===== src/rtl/mdbs_pkg.sv =====
// Shared types, constants and the brightness table for the debounced brightness stepper.
package mdbs_pkg;

    localparam int unsigned TableEntriesDef = 10;
    localparam int unsigned TableMax        = 16;

    localparam logic [7:0] SAMPLES_RESET    = 8'd30;
    localparam logic [3:0] STEP_INDEX_RESET = 4'd4;
    localparam logic [7:0] DUTY_RESET       = 8'd125;

    typedef enum logic {
        OP_PIN_CHANGE = 1'b0,
        OP_TICK       = 1'b1
    } t_opcode;

    typedef struct packed {
        t_opcode opcode;
        logic    button_level;
    } t_item;

    typedef struct packed {
        logic       stepped;
        logic       sampling;
        logic [3:0] level_index;
        logic [7:0] duty;
    } t_result;

    // Logarithmic duty steps; entries past the tenth saturate at full scale.
    localparam logic [7:0] DUTY_TABLE [TableMax] = '{
        8'd0,   8'd11,  8'd24,  8'd39,  8'd56,  8'd76,  8'd101, 8'd133,
        8'd178, 8'd255, 8'd255, 8'd255, 8'd255, 8'd255, 8'd255, 8'd255
    };

    function automatic logic [7:0] duty_lookup(input logic [3:0] idx);
        return DUTY_TABLE[idx];
    endfunction

endpackage


===== src/rtl/mdbs_core.sv =====
// Voting window state and brightness step update for one registered beat.
module mdbs_core #(
    parameter int unsigned TABLE_ENTRIES = mdbs_pkg::TableEntriesDef
) (
    input  logic                i_clk,
    input  logic                i_rst_n,
    input  logic                i_en,
    input  mdbs_pkg::t_item     i_item,
    input  logic [7:0]          i_samples,
    output mdbs_pkg::t_result   o_result
);

    logic       r_window_open, n_window_open;
    logic [7:0] r_tick_count,  n_tick_count;
    logic [7:0] r_low_count,   n_low_count;
    logic [7:0] r_high_count,  n_high_count;
    logic [3:0] r_step_index,  n_step_index;
    logic [7:0] r_duty,        n_duty;
    logic       n_stepped;

    logic       pressed;
    logic [7:0] limit;
    logic [8:0] ticks;
    logic [7:0] low_inc;
    logic [7:0] high_inc;
    logic [4:0] next_index;

    always_comb begin
        pressed    = ~i_item.button_level;
        limit      = (i_samples == 8'd0) ? 8'd1 : i_samples;
        ticks      = {1'b0, r_tick_count} + 9'd1;
        low_inc    = pressed ? r_low_count + 8'd1 : r_low_count;
        high_inc   = pressed ? r_high_count : r_high_count + 8'd1;
        next_index = {1'b0, r_step_index} + 5'd1;
        if (next_index >= 5'(TABLE_ENTRIES)) begin
            next_index = 5'd0;
        end

        n_window_open = r_window_open;
        n_tick_count  = r_tick_count;
        n_low_count   = r_low_count;
        n_high_count  = r_high_count;
        n_step_index  = r_step_index;
        n_duty        = r_duty;
        n_stepped     = 1'b0;

        case (i_item.opcode)
            mdbs_pkg::OP_PIN_CHANGE: begin
                if (!r_window_open && pressed) begin
                    n_window_open = 1'b1;
                    n_tick_count  = 8'd0;
                    n_low_count   = 8'd0;
                    n_high_count  = 8'd0;
                end
            end
            mdbs_pkg::OP_TICK: begin
                if (r_window_open) begin
                    n_tick_count = ticks[7:0];
                    n_low_count  = low_inc;
                    n_high_count = high_inc;
                    // The window closes once the count reaches the limit, which
                    // also covers a limit lowered while the window was open.
                    if (ticks >= {1'b0, limit}) begin
                        if (low_inc >= high_inc) begin
                            n_step_index = next_index[3:0];
                            n_duty       = mdbs_pkg::duty_lookup(next_index[3:0]);
                            n_stepped    = 1'b1;
                        end
                        n_window_open = 1'b0;
                        n_tick_count  = 8'd0;
                        n_low_count   = 8'd0;
                        n_high_count  = 8'd0;
                    end
                end
            end
            default: begin
            end
        endcase

        o_result.duty        = n_duty;
        o_result.level_index = n_step_index;
        o_result.sampling    = n_window_open;
        o_result.stepped     = n_stepped;
    end

    always_ff @(posedge i_clk) begin
        if (!i_rst_n) begin
            r_window_open <= 1'b0;
            r_tick_count  <= 8'd0;
            r_low_count   <= 8'd0;
            r_high_count  <= 8'd0;
            r_step_index  <= mdbs_pkg::STEP_INDEX_RESET;
            r_duty        <= mdbs_pkg::DUTY_RESET;
        end else if (i_en) begin
            r_window_open <= n_window_open;
            r_tick_count  <= n_tick_count;
            r_low_count   <= n_low_count;
            r_high_count  <= n_high_count;
            r_step_index  <= n_step_index;
            r_duty        <= n_duty;
        end
    end

endmodule


===== src/rtl/majority_debounced_brightness_stepper.sv =====
// Top level of the majority-vote debounced brightness stepper.
// Each input beat is an event (tuser bit 0: 0 = pin change, 1 = sample tick) with the
// button level in tdata bit 0 (0 = pressed), and each produces exactly one output beat
// carrying the duty, table index, window-open flag and a stepped flag after the update.
// The block takes one beat per clock cycle unless the output stalls: the beat is
// captured in an input register, the state update is one short stage of counters and a
// compare, and the result sits in an output register; an empty input register still
// takes a beat while the output waits. The window length register may be written at
// any time on the config channel, but should only change while no beats are in flight.
module majority_debounced_brightness_stepper #(
    parameter int unsigned TABLE_ENTRIES = mdbs_pkg::TableEntriesDef
) (
    input  logic        i_clk,
    input  logic        i_rst_n,
    input  logic        s_axis_tvalid,
    output logic        s_axis_tready,
    input  logic [7:0]  s_axis_tdata,   // [0] button_level, [7:1] zero
    input  logic        s_axis_tuser,   // [0] opcode
    output logic        m_axis_tvalid,
    input  logic        m_axis_tready,
    output logic [15:0] m_axis_tdata,   // [7:0] duty, [11:8] level_index, [12] sampling,
                                        // [13] stepped, [15:14] zero
    input  logic        i_cfg_valid,
    output logic        o_cfg_ready,
    input  logic [7:0]  i_cfg_data
);

    logic              r_in_valid;
    mdbs_pkg::t_item   r_in_item;
    logic              r_out_valid;
    mdbs_pkg::t_result r_out_result;
    mdbs_pkg::t_result core_result;
    logic [7:0]        r_samples;
    logic              adv_out;

    assign adv_out       = !r_out_valid || m_axis_tready;
    assign s_axis_tready = !r_in_valid || adv_out;
    assign o_cfg_ready   = 1'b1;

    always_ff @(posedge i_clk) begin
        if (!i_rst_n) begin
            r_samples <= mdbs_pkg::SAMPLES_RESET;
        end else if (i_cfg_valid) begin
            r_samples <= i_cfg_data;
        end
    end

    always_ff @(posedge i_clk) begin
        if (!i_rst_n) begin
            r_in_valid <= 1'b0;
        end else if (s_axis_tready) begin
            r_in_valid <= s_axis_tvalid;
        end
    end

    always_ff @(posedge i_clk) begin
        if (s_axis_tready && s_axis_tvalid) begin
            r_in_item.opcode       <= mdbs_pkg::t_opcode'(s_axis_tuser);
            r_in_item.button_level <= s_axis_tdata[0];
        end
    end

    mdbs_core #(
        .TABLE_ENTRIES (TABLE_ENTRIES)
    ) u_core (
        .i_clk     (i_clk),
        .i_rst_n   (i_rst_n),
        .i_en      (r_in_valid && adv_out),
        .i_item    (r_in_item),
        .i_samples (r_samples),
        .o_result  (core_result)
    );

    always_ff @(posedge i_clk) begin
        if (!i_rst_n) begin
            r_out_valid <= 1'b0;
        end else if (adv_out) begin
            r_out_valid <= r_in_valid;
        end
    end

    always_ff @(posedge i_clk) begin
        if (adv_out && r_in_valid) begin
            r_out_result <= core_result;
        end
    end

    assign m_axis_tvalid = r_out_valid;
    assign m_axis_tdata  = {2'b00, r_out_result};

endmodule


===== config.mk =====
export PLATFORM = sky130hd
export DESIGN_NAME = majority_debounced_brightness_stepper
export DESIGN_NICKNAME = d
export VERILOG_FILES = /design/src/rtl/mdbs_pkg.sv /design/src/rtl/mdbs_core.sv /design/src/rtl/majority_debounced_brightness_stepper.sv
export SDC_FILE = /design/constraint.sdc
export NUM_CORES = 1
export LEC_CHECK = 0
export BUFFER_PORTS_ARGS = -buffer_cell sky130_fd_sc_hd__buf_2
export CAP_MARGIN = 15
export CORE_UTILIZATION = 44
export DETAILED_ROUTE_END_ITERATION = 10
export HOLD_SLACK_MARGIN = 0.08
export SYNTH_ARGS = -nofsm -noshare
export SYNTH_HDL_FRONTEND = slang
export SYNTH_SLANG_ARGS = --single-unit

===== constraint.sdc =====
create_clock -name i_clk -period 3.8 [get_ports i_clk]
set_input_delay 0.38 -clock i_clk [delete_from_list [all_inputs] [get_ports i_clk]]
set_output_delay 0.38 -clock i_clk [all_outputs]
set_load 0.02 [all_outputs]

==> summary.md, run 1 <==
| Metric | Value |
|---|---|
| Status | `complete, no violations` |
| Starting Density | `46.25%` |
| ANT nets after route | `0` |
| Share of cells above drive strength 1 | `15.88%` |
| Root Buffer | `clkbuf_8` |
| Hold WC Path Type | `input port to register` |
| EDFF count, synth | `16` |
| Layout Cells excl Fill | `552` |
| Antenna violations before repair | `0` |
| Drt first-iter violations | `232` |
| Period utilization | `88.74%` |
| Fin crit period | `3.372 ns` |
| Wl on met1 | `3911 um` |
| Largest area contributor in the netlist | `dfxtp_1` |
| Fin nets | `488` |
| Cts repair resizes | `0` |
| Top sig layer | `met4` |
| Post-synthesis sequential area ratio | `36.67%` |
| DP Wirelength | `5932 um` |
| Crit-path max FO | `9` |
| Num CTS Buffers | `9` |
| RSZ-0062 raised after global routing | `no` |
| Clk_skew | `0.009120 ns` |
| Top post-synthesis cells by area | `dfxtp_1 24%, edfxtp_1 12%, ha_1 7.7%, a21oi_1 3.7%, a31oi_1 3.7%` |
| Ys async rst share | `0%` |
| Crit path capture type | `register` |
| Clock Latency Late Sink | `0.35 ns` |
| Hold Violations, Final | `0` |
| Clock-pin transition on the worst setup and hold timing paths | `0.07 ns` |
| WL per Instance | `15.45 um` |
| Die Span X | `95.86 um` |
| CTS Buffer Depth | `2` |
| Post-CTS Setup Inserts | `0` |
| Pwr per Cell Area | `362.0 mW/mm2` |
| Met3 wire len | `355 um` |
| Setup TNS | `0 ns` |
| IO buf count | `30` |
| CTS tree | `built` |
| Synth warn | `0` |
| Adder-cell share of the synthesized area | `7.747%` |
| Vias per inst | `5.879` |
| Syn Inst Count | `424` |
| Synth Area in XOR/XNOR | `4.519%` |
| Lkg Pwr | `1.654 nW` |
| Met2 routed WL | `4158 um` |
| Simple-gate area share of the yosys netlist | `19.17%` |
| Worst-Margin Slew | `0.8196 ns` |
| Diodes inserted | `0` |
| Clock sinks | `63` |
| Final Util | `51.32%` |
| DRC violations left | `0` |
| Htree depth | `3` |
| Startpoint type of the worst setup path | `register` |
| Core Rows | `33` |
| GRT Total Usage | `20.19%` |
| CTS hold repair buffers | `0` |
| Largest net degree at the start of global routing | `29` |
| First-pass GRT wire length | `14270 um` |
| Dpl cells | `536` |
| Die H | `95.86 um` |
| Syn_area_per_cell | `9.142 um2` |
| Top-count cell post-synth | `dfxtp_1` |
| Post-synth top area share | `24.27%` |
| Top FF cell, synth | `dfxtp_1` |
| Max Cap Viol | `0` |
| Slew Limit Fails | `0` |
| WP data arrival | `3.55 ns` |
| #FFs+latches synth | `63` |
| RePlAce Congestion | `0.8832` |
| First-pass DRT Iterations | `5` |
| Post-synthesis mux area share | `4.971%` |
| Setup violations, final | `0` |
| Vias post-DR | `3245` |
| Critical path class | `register to register` |
| Largest family of logic cells by synthesized area | `compound AO/OA/AOI/OAI gates` |
| Cell Area, Synth | `0.003876 mm2` |
| Vias in the first global route | `3012` |
| Slew margin rel. | `45.20%` |
| Pwr Total | `1.557 mW` |
| CORE AREA | `0.008382 mm2` |
| Peak Freq | `0.2966 GHz` |
| Synth top cells by count | `47 x dfxtp_1, 38 x nand2_1, 29 x a21oi_1, 24 x ha_1` |
| Synth Area in Compound Gates | `19.85%` |
| Netlist cell types | `71` |
| Grt ovf | `0` |
| I/O pin count | `41` |
| Max rail drop VDD | `0.2408 mV` |
| CP required | `3.97 ns` |
| Area Overhead vs Synth | `10.97%` |
| WL final | `8526 um` |
| Die footprint | `0.009189 mm2` |
==> cells in the final DEF (no fill, tap or decap), types with 3 or more instances in the layout <==
cell and n:
nor3_1 7, buf_4 7, conb_1 3, nor4_1 3, and3_1 5, or3_1 4, a21oi_1 29, nor2b_1 4
and2_1 4, nand3_1 12, o311ai_1 3, nand4_1 11, clkbuf_8 9, dfxtp_1 47, nand2b_1 5, o31ai_1 7
mux2_4 4, nor2_1 16, bufinv_16 3, nand3b_1 8, buf_2 30, nand2_1 38, inv_1 23, o211ai_1 7
xor2_1 9, ha_1 24, edfxtp_1 16, xnor2_1 11, a31oi_1 23, o21ai_0 8, mux2i_1 11, o31a_1 3
==> state kept, by name (all words and copies together), names as in the netlist <==
| signal | count |
|---|---|
| u_core.r_duty | 8 |
| u_core.r_high_count | 8 |
| u_core.r_window_open | 1 |
| r_samples | 8 |
| u_core.r_step_index | 4 |
| r_in_item | 2 |
| u_core.r_low_count | 8 |
| m_axis_tvalid | 1 |
| m_axis_tdata | 14 |
| r_in_valid | 1 |
| u_core.r_tick_count | 8 |
==> worst paths after layout <==
check	start	cells past startpoint	to	slack, ns
worst max-delay path	u_core.r_step_index[1]	13	m_axis_tdata[3]	0.43
worst min-delay path	s_axis_tdata[0]	1	r_in_item[0]	0.20
worst min register to register	u_core.r_duty[1]	2	u_core.r_duty[1]	0.46
worst max register to register	u_core.r_step_index[1]	13	m_axis_tdata[3]	0.43
==> per-stage QoR <==
stage                     instance area [um2]  setup slack (ns)  hold WS, ns
after floorplan                          3880            0.7624       0.4322
after global placement                   4038            0.4920       0.4407
after detailed placement                 4038            0.4368       0.4531
after CTS                                4302            0.4276       0.1870
after global routing                     4302            0.1230       0.1798
final                                    4302            0.4280       0.2036
==> power breakdown <==
part           total [mW]  leakage, nW  internal (mW)  switching, mW
sequential          0.713        0.511          0.700         0.0130
clock               0.754        0.128          0.477          0.276
combinational      0.0902         1.02         0.0310         0.0591
==> critical path: stages (launching register included) <==
cell	delay [ns]
dfxtp_1	0.50
inv_1	0.10
ha_1	0.30
or3b_2	0.44
a21oi_1	0.20
nor3_1	0.15
nor2_1	0.27
inv_1	0.12
ha_1	0.28
inv_1	0.07
o32ai_1	0.06
a221oi_1	0.30
o22ai_1	0.17
o31ai_1	0.23
==> cells by family after synthesis <==
kind of cell | after synthesis
DFF | 63
other | 2
muxes | 17
and+or+nand+nor | 133
AOI/OAI and AO/OA | 110
xor gates and xnor gates | 20
buffers and inverters | 55
adders and majority gates | 24
==> routing by layer <==
metal,GRT usage (%),vias to the layer above
li1,-,1598
met1,24.72,1567
met2,35.06,71
met3,4.265,9
met4,6.716,0
met5,0,-
==> layout make-up <==
cell class                 instances  area [um2]
clock buffer                      10       148.9
clock inverter                     6       115.1
fill                             788        4080
inverter                          24       90.09
multi-input combinational        307        2192
sequential                        63        1421
tap                              105       131.4
timing repair buffer              37       202.7
Note: power is estimated with default switching activity, not from simulation.
==> run 2: changes to the inputs <==
CELL_PAD_IN_SITES_DETAIL_PLACEMENT = 1   (was not set)
CELL_PAD_IN_SITES_GLOBAL_PLACEMENT = 1   (was not set)
PLACE_DENSITY_LB_ADDON = 0.1   (was not set)
==> run 2 against run 1 <==
- non-clock buffer count rose by 1
- total power shrank 12%
- maximum frequency shrank 4.3%
- sequential share of layout area increased by 0.59 points
- combinational power up 2.5%
==> summary.md, run 2 (same netlist as run 1, synthesis figures left out) <==
| Metric | Value |
|---|---|
| CORE AREA | `0.008382 mm2` |
| RSZ-0062 raised after global routing | `no` |
| Clk_skew | `0.01425 ns` |
| Slew margin rel. | `43.69%` |
| Most frequent cells in the layout | `47 x dfxtp_1, 38 x nand2_1, 30 x buf_2` |
| Max Cap Viol | `0` |
| Clock Latency Late Sink | `0.35 ns` |
| Fin crit period | `3.523 ns` |
| Antenna violations before repair | `0` |
| WL per Instance | `17.21 um` |
| RePlAce Congestion | `0.8033` |
| CTS Buffer Depth | `2` |
| WP data arrival | `3.61 ns` |
| Reg-to-Reg End | `m_axis_tdata[3]` |
| Dpl cells | `537` |
| Reg2reg start | `u_core.r_step_index[0]` |
| First-pass DRT Iterations | `4` |
| Hold WC Path Type | `input port to register` |
| Share of cells above drive strength 1 | `15.40%` |
| I/O pin count | `41` |
| DP Wirelength | `6562 um` |
| Htree depth | `3` |
| Diodes inserted | `0` |
| Final Util | `50.43%` |
| DRC violations left | `0` |
| Cts repair resizes | `0` |
| ANT nets after route | `0` |
| Pwr per Cell Area | `325.6 mW/mm2` |
| Critical path class | `register to register` |
| Starting Density | `46.25%` |
| Vias post-DR | `3230` |
| First-pass GRT wire length | `15530 um` |
| Startpoint type of the worst setup path | `register` |
| Die H | `95.86 um` |
| Vias in the first global route | `3157` |
| Clock sinks | `63` |
| Setup violations, final | `0` |
| Die footprint | `0.009189 mm2` |
| CTS tree | `built` |
| Setup TNS | `0 ns` |
| Core Rows | `33` |
| Peak Freq | `0.2839 GHz` |
| Die Span X | `95.86 um` |
| Clock-pin transition on the worst setup and hold timing paths | `0.07 ns` |
| Status | `complete, no violations` |
| Flop-to-flop setup slack | `0.28 ns` |
| CP required | `3.89 ns` |
| Post-CTS Setup Inserts | `0` |
| Hold Violations, Final | `0` |
| Largest net degree at the start of global routing | `29` |
| Root Buffer | `clkbuf_8` |
| Layout Cells excl Fill | `553` |
| Slew Limit Fails | `0` |
| Largest register FFs | `14` |
| Lkg Pwr | `1.626 nW` |
| Period utilization | `92.70%` |
| IO buf count | `30` |
| Fin nets | `489` |
| Worst Hold End | `r_in_item[1]` |
| Drt first-iter violations | `131` |
| WL final | `9518 um` |
| Min-Delay Path Depth | `1` |
| CTS hold repair buffers | `0` |
| Max rail drop VDD | `0.1435 mV` |
| Crit-path max FO | `12` |
| Grt ovf | `0` |
| Pwr Total | `1.376 mW` |
| Fill cells | `1000` |
| Worst hold start | `s_axis_tuser` |
| Vias per inst | `5.841` |
| Num CTS Buffers | `9` |
| Commonest non-fill, non-tap cell in the layout | `dfxtp_1` |
| Worst-Margin Slew | `0.8422 ns` |
| Area Overhead vs Synth | `9.038%` |
| Worst-case reg-to-reg path depth | `12` |
| GRT Total Usage | `22.48%` |
| Crit path capture type | `register` |
[run 2: critical path: stages, from the launching register on]
cell	delay, ns
dfxtp_1	0.56
ha_1	0.51
or3b_2	0.20
a21oi_1	0.07
nor3_1	0.57
nor2_1	0.20
inv_1	0.14
ha_1	0.31
nand2_1	0.11
a21oi_1	0.17
a221oi_1	0.08
o22ai_1	0.26
o31ai_1	0.10
[run 2: layout make-up]
type | instances | area (um2) | share of cell area [%]
Clock inverter | 4 | 46.29 | 1.095
Inverter | 24 | 90.09 | 2.131
Clock buffer | 12 | 135.1 | 3.197
Timing Repair Buffer | 38 | 210.2 | 4.973
Sequential cell | 63 | 1421 | 33.63
Tap cell | 105 | 131.4 | 3.108
Multi-Input combinational cell | 307 | 2192 | 51.86
[run 2: power breakdown]
part           leakage, nW  internal [mW]  switching, mW
clock               0.0947          0.302          0.269
sequential           0.511          0.700         0.0119
combinational         1.02         0.0314         0.0611
total                 1.63           1.03          0.342
[run 2: metrics by stage]
stage          area [um2]  hold slack [ns]  setup slack [ns]
2_1_floorplan        3880           0.4322            0.7624
3_3_place_gp         4045           0.4441            0.5262
3_5_place_dp         4045           0.4597            0.3881
4_1_cts              4227           0.1926            0.3263
5_1_grt              4227           0.1951           0.03319
6_report             4227           0.2100            0.2775
[run 2: how the worst max path moves through the flow]
| stage | start | slack [ns] | endpoint |
|---|---|---|---|
| after floorplan | u_core.r_step_index[1] | 0.76 | m_axis_tdata[3] |
| after global placement | u_core.r_step_index[0] | 0.53 | m_axis_tdata[3] |
| after detailed placement | u_core.r_step_index[0] | 0.39 | m_axis_tdata[3] |
| after CTS | u_core.r_step_index[1] | 0.33 | m_axis_tdata[3] |
| after global routing | u_core.r_step_index[0] | 0.03 | m_axis_tdata[3] |
| final | u_core.r_step_index[0] | 0.28 | m_axis_tdata[3] |
[run 2: layer usage]
layer  GRT usage (%)  wire, um  up-vias  share of wire (%)
met1           29.53      4728     1570                 50
met3           3.555       186       11                2.0
met2           36.96      4453       40                 47
met4           8.582       150        0                1.6
met5               0         0        -                  0
li1                -         -     1609                  -
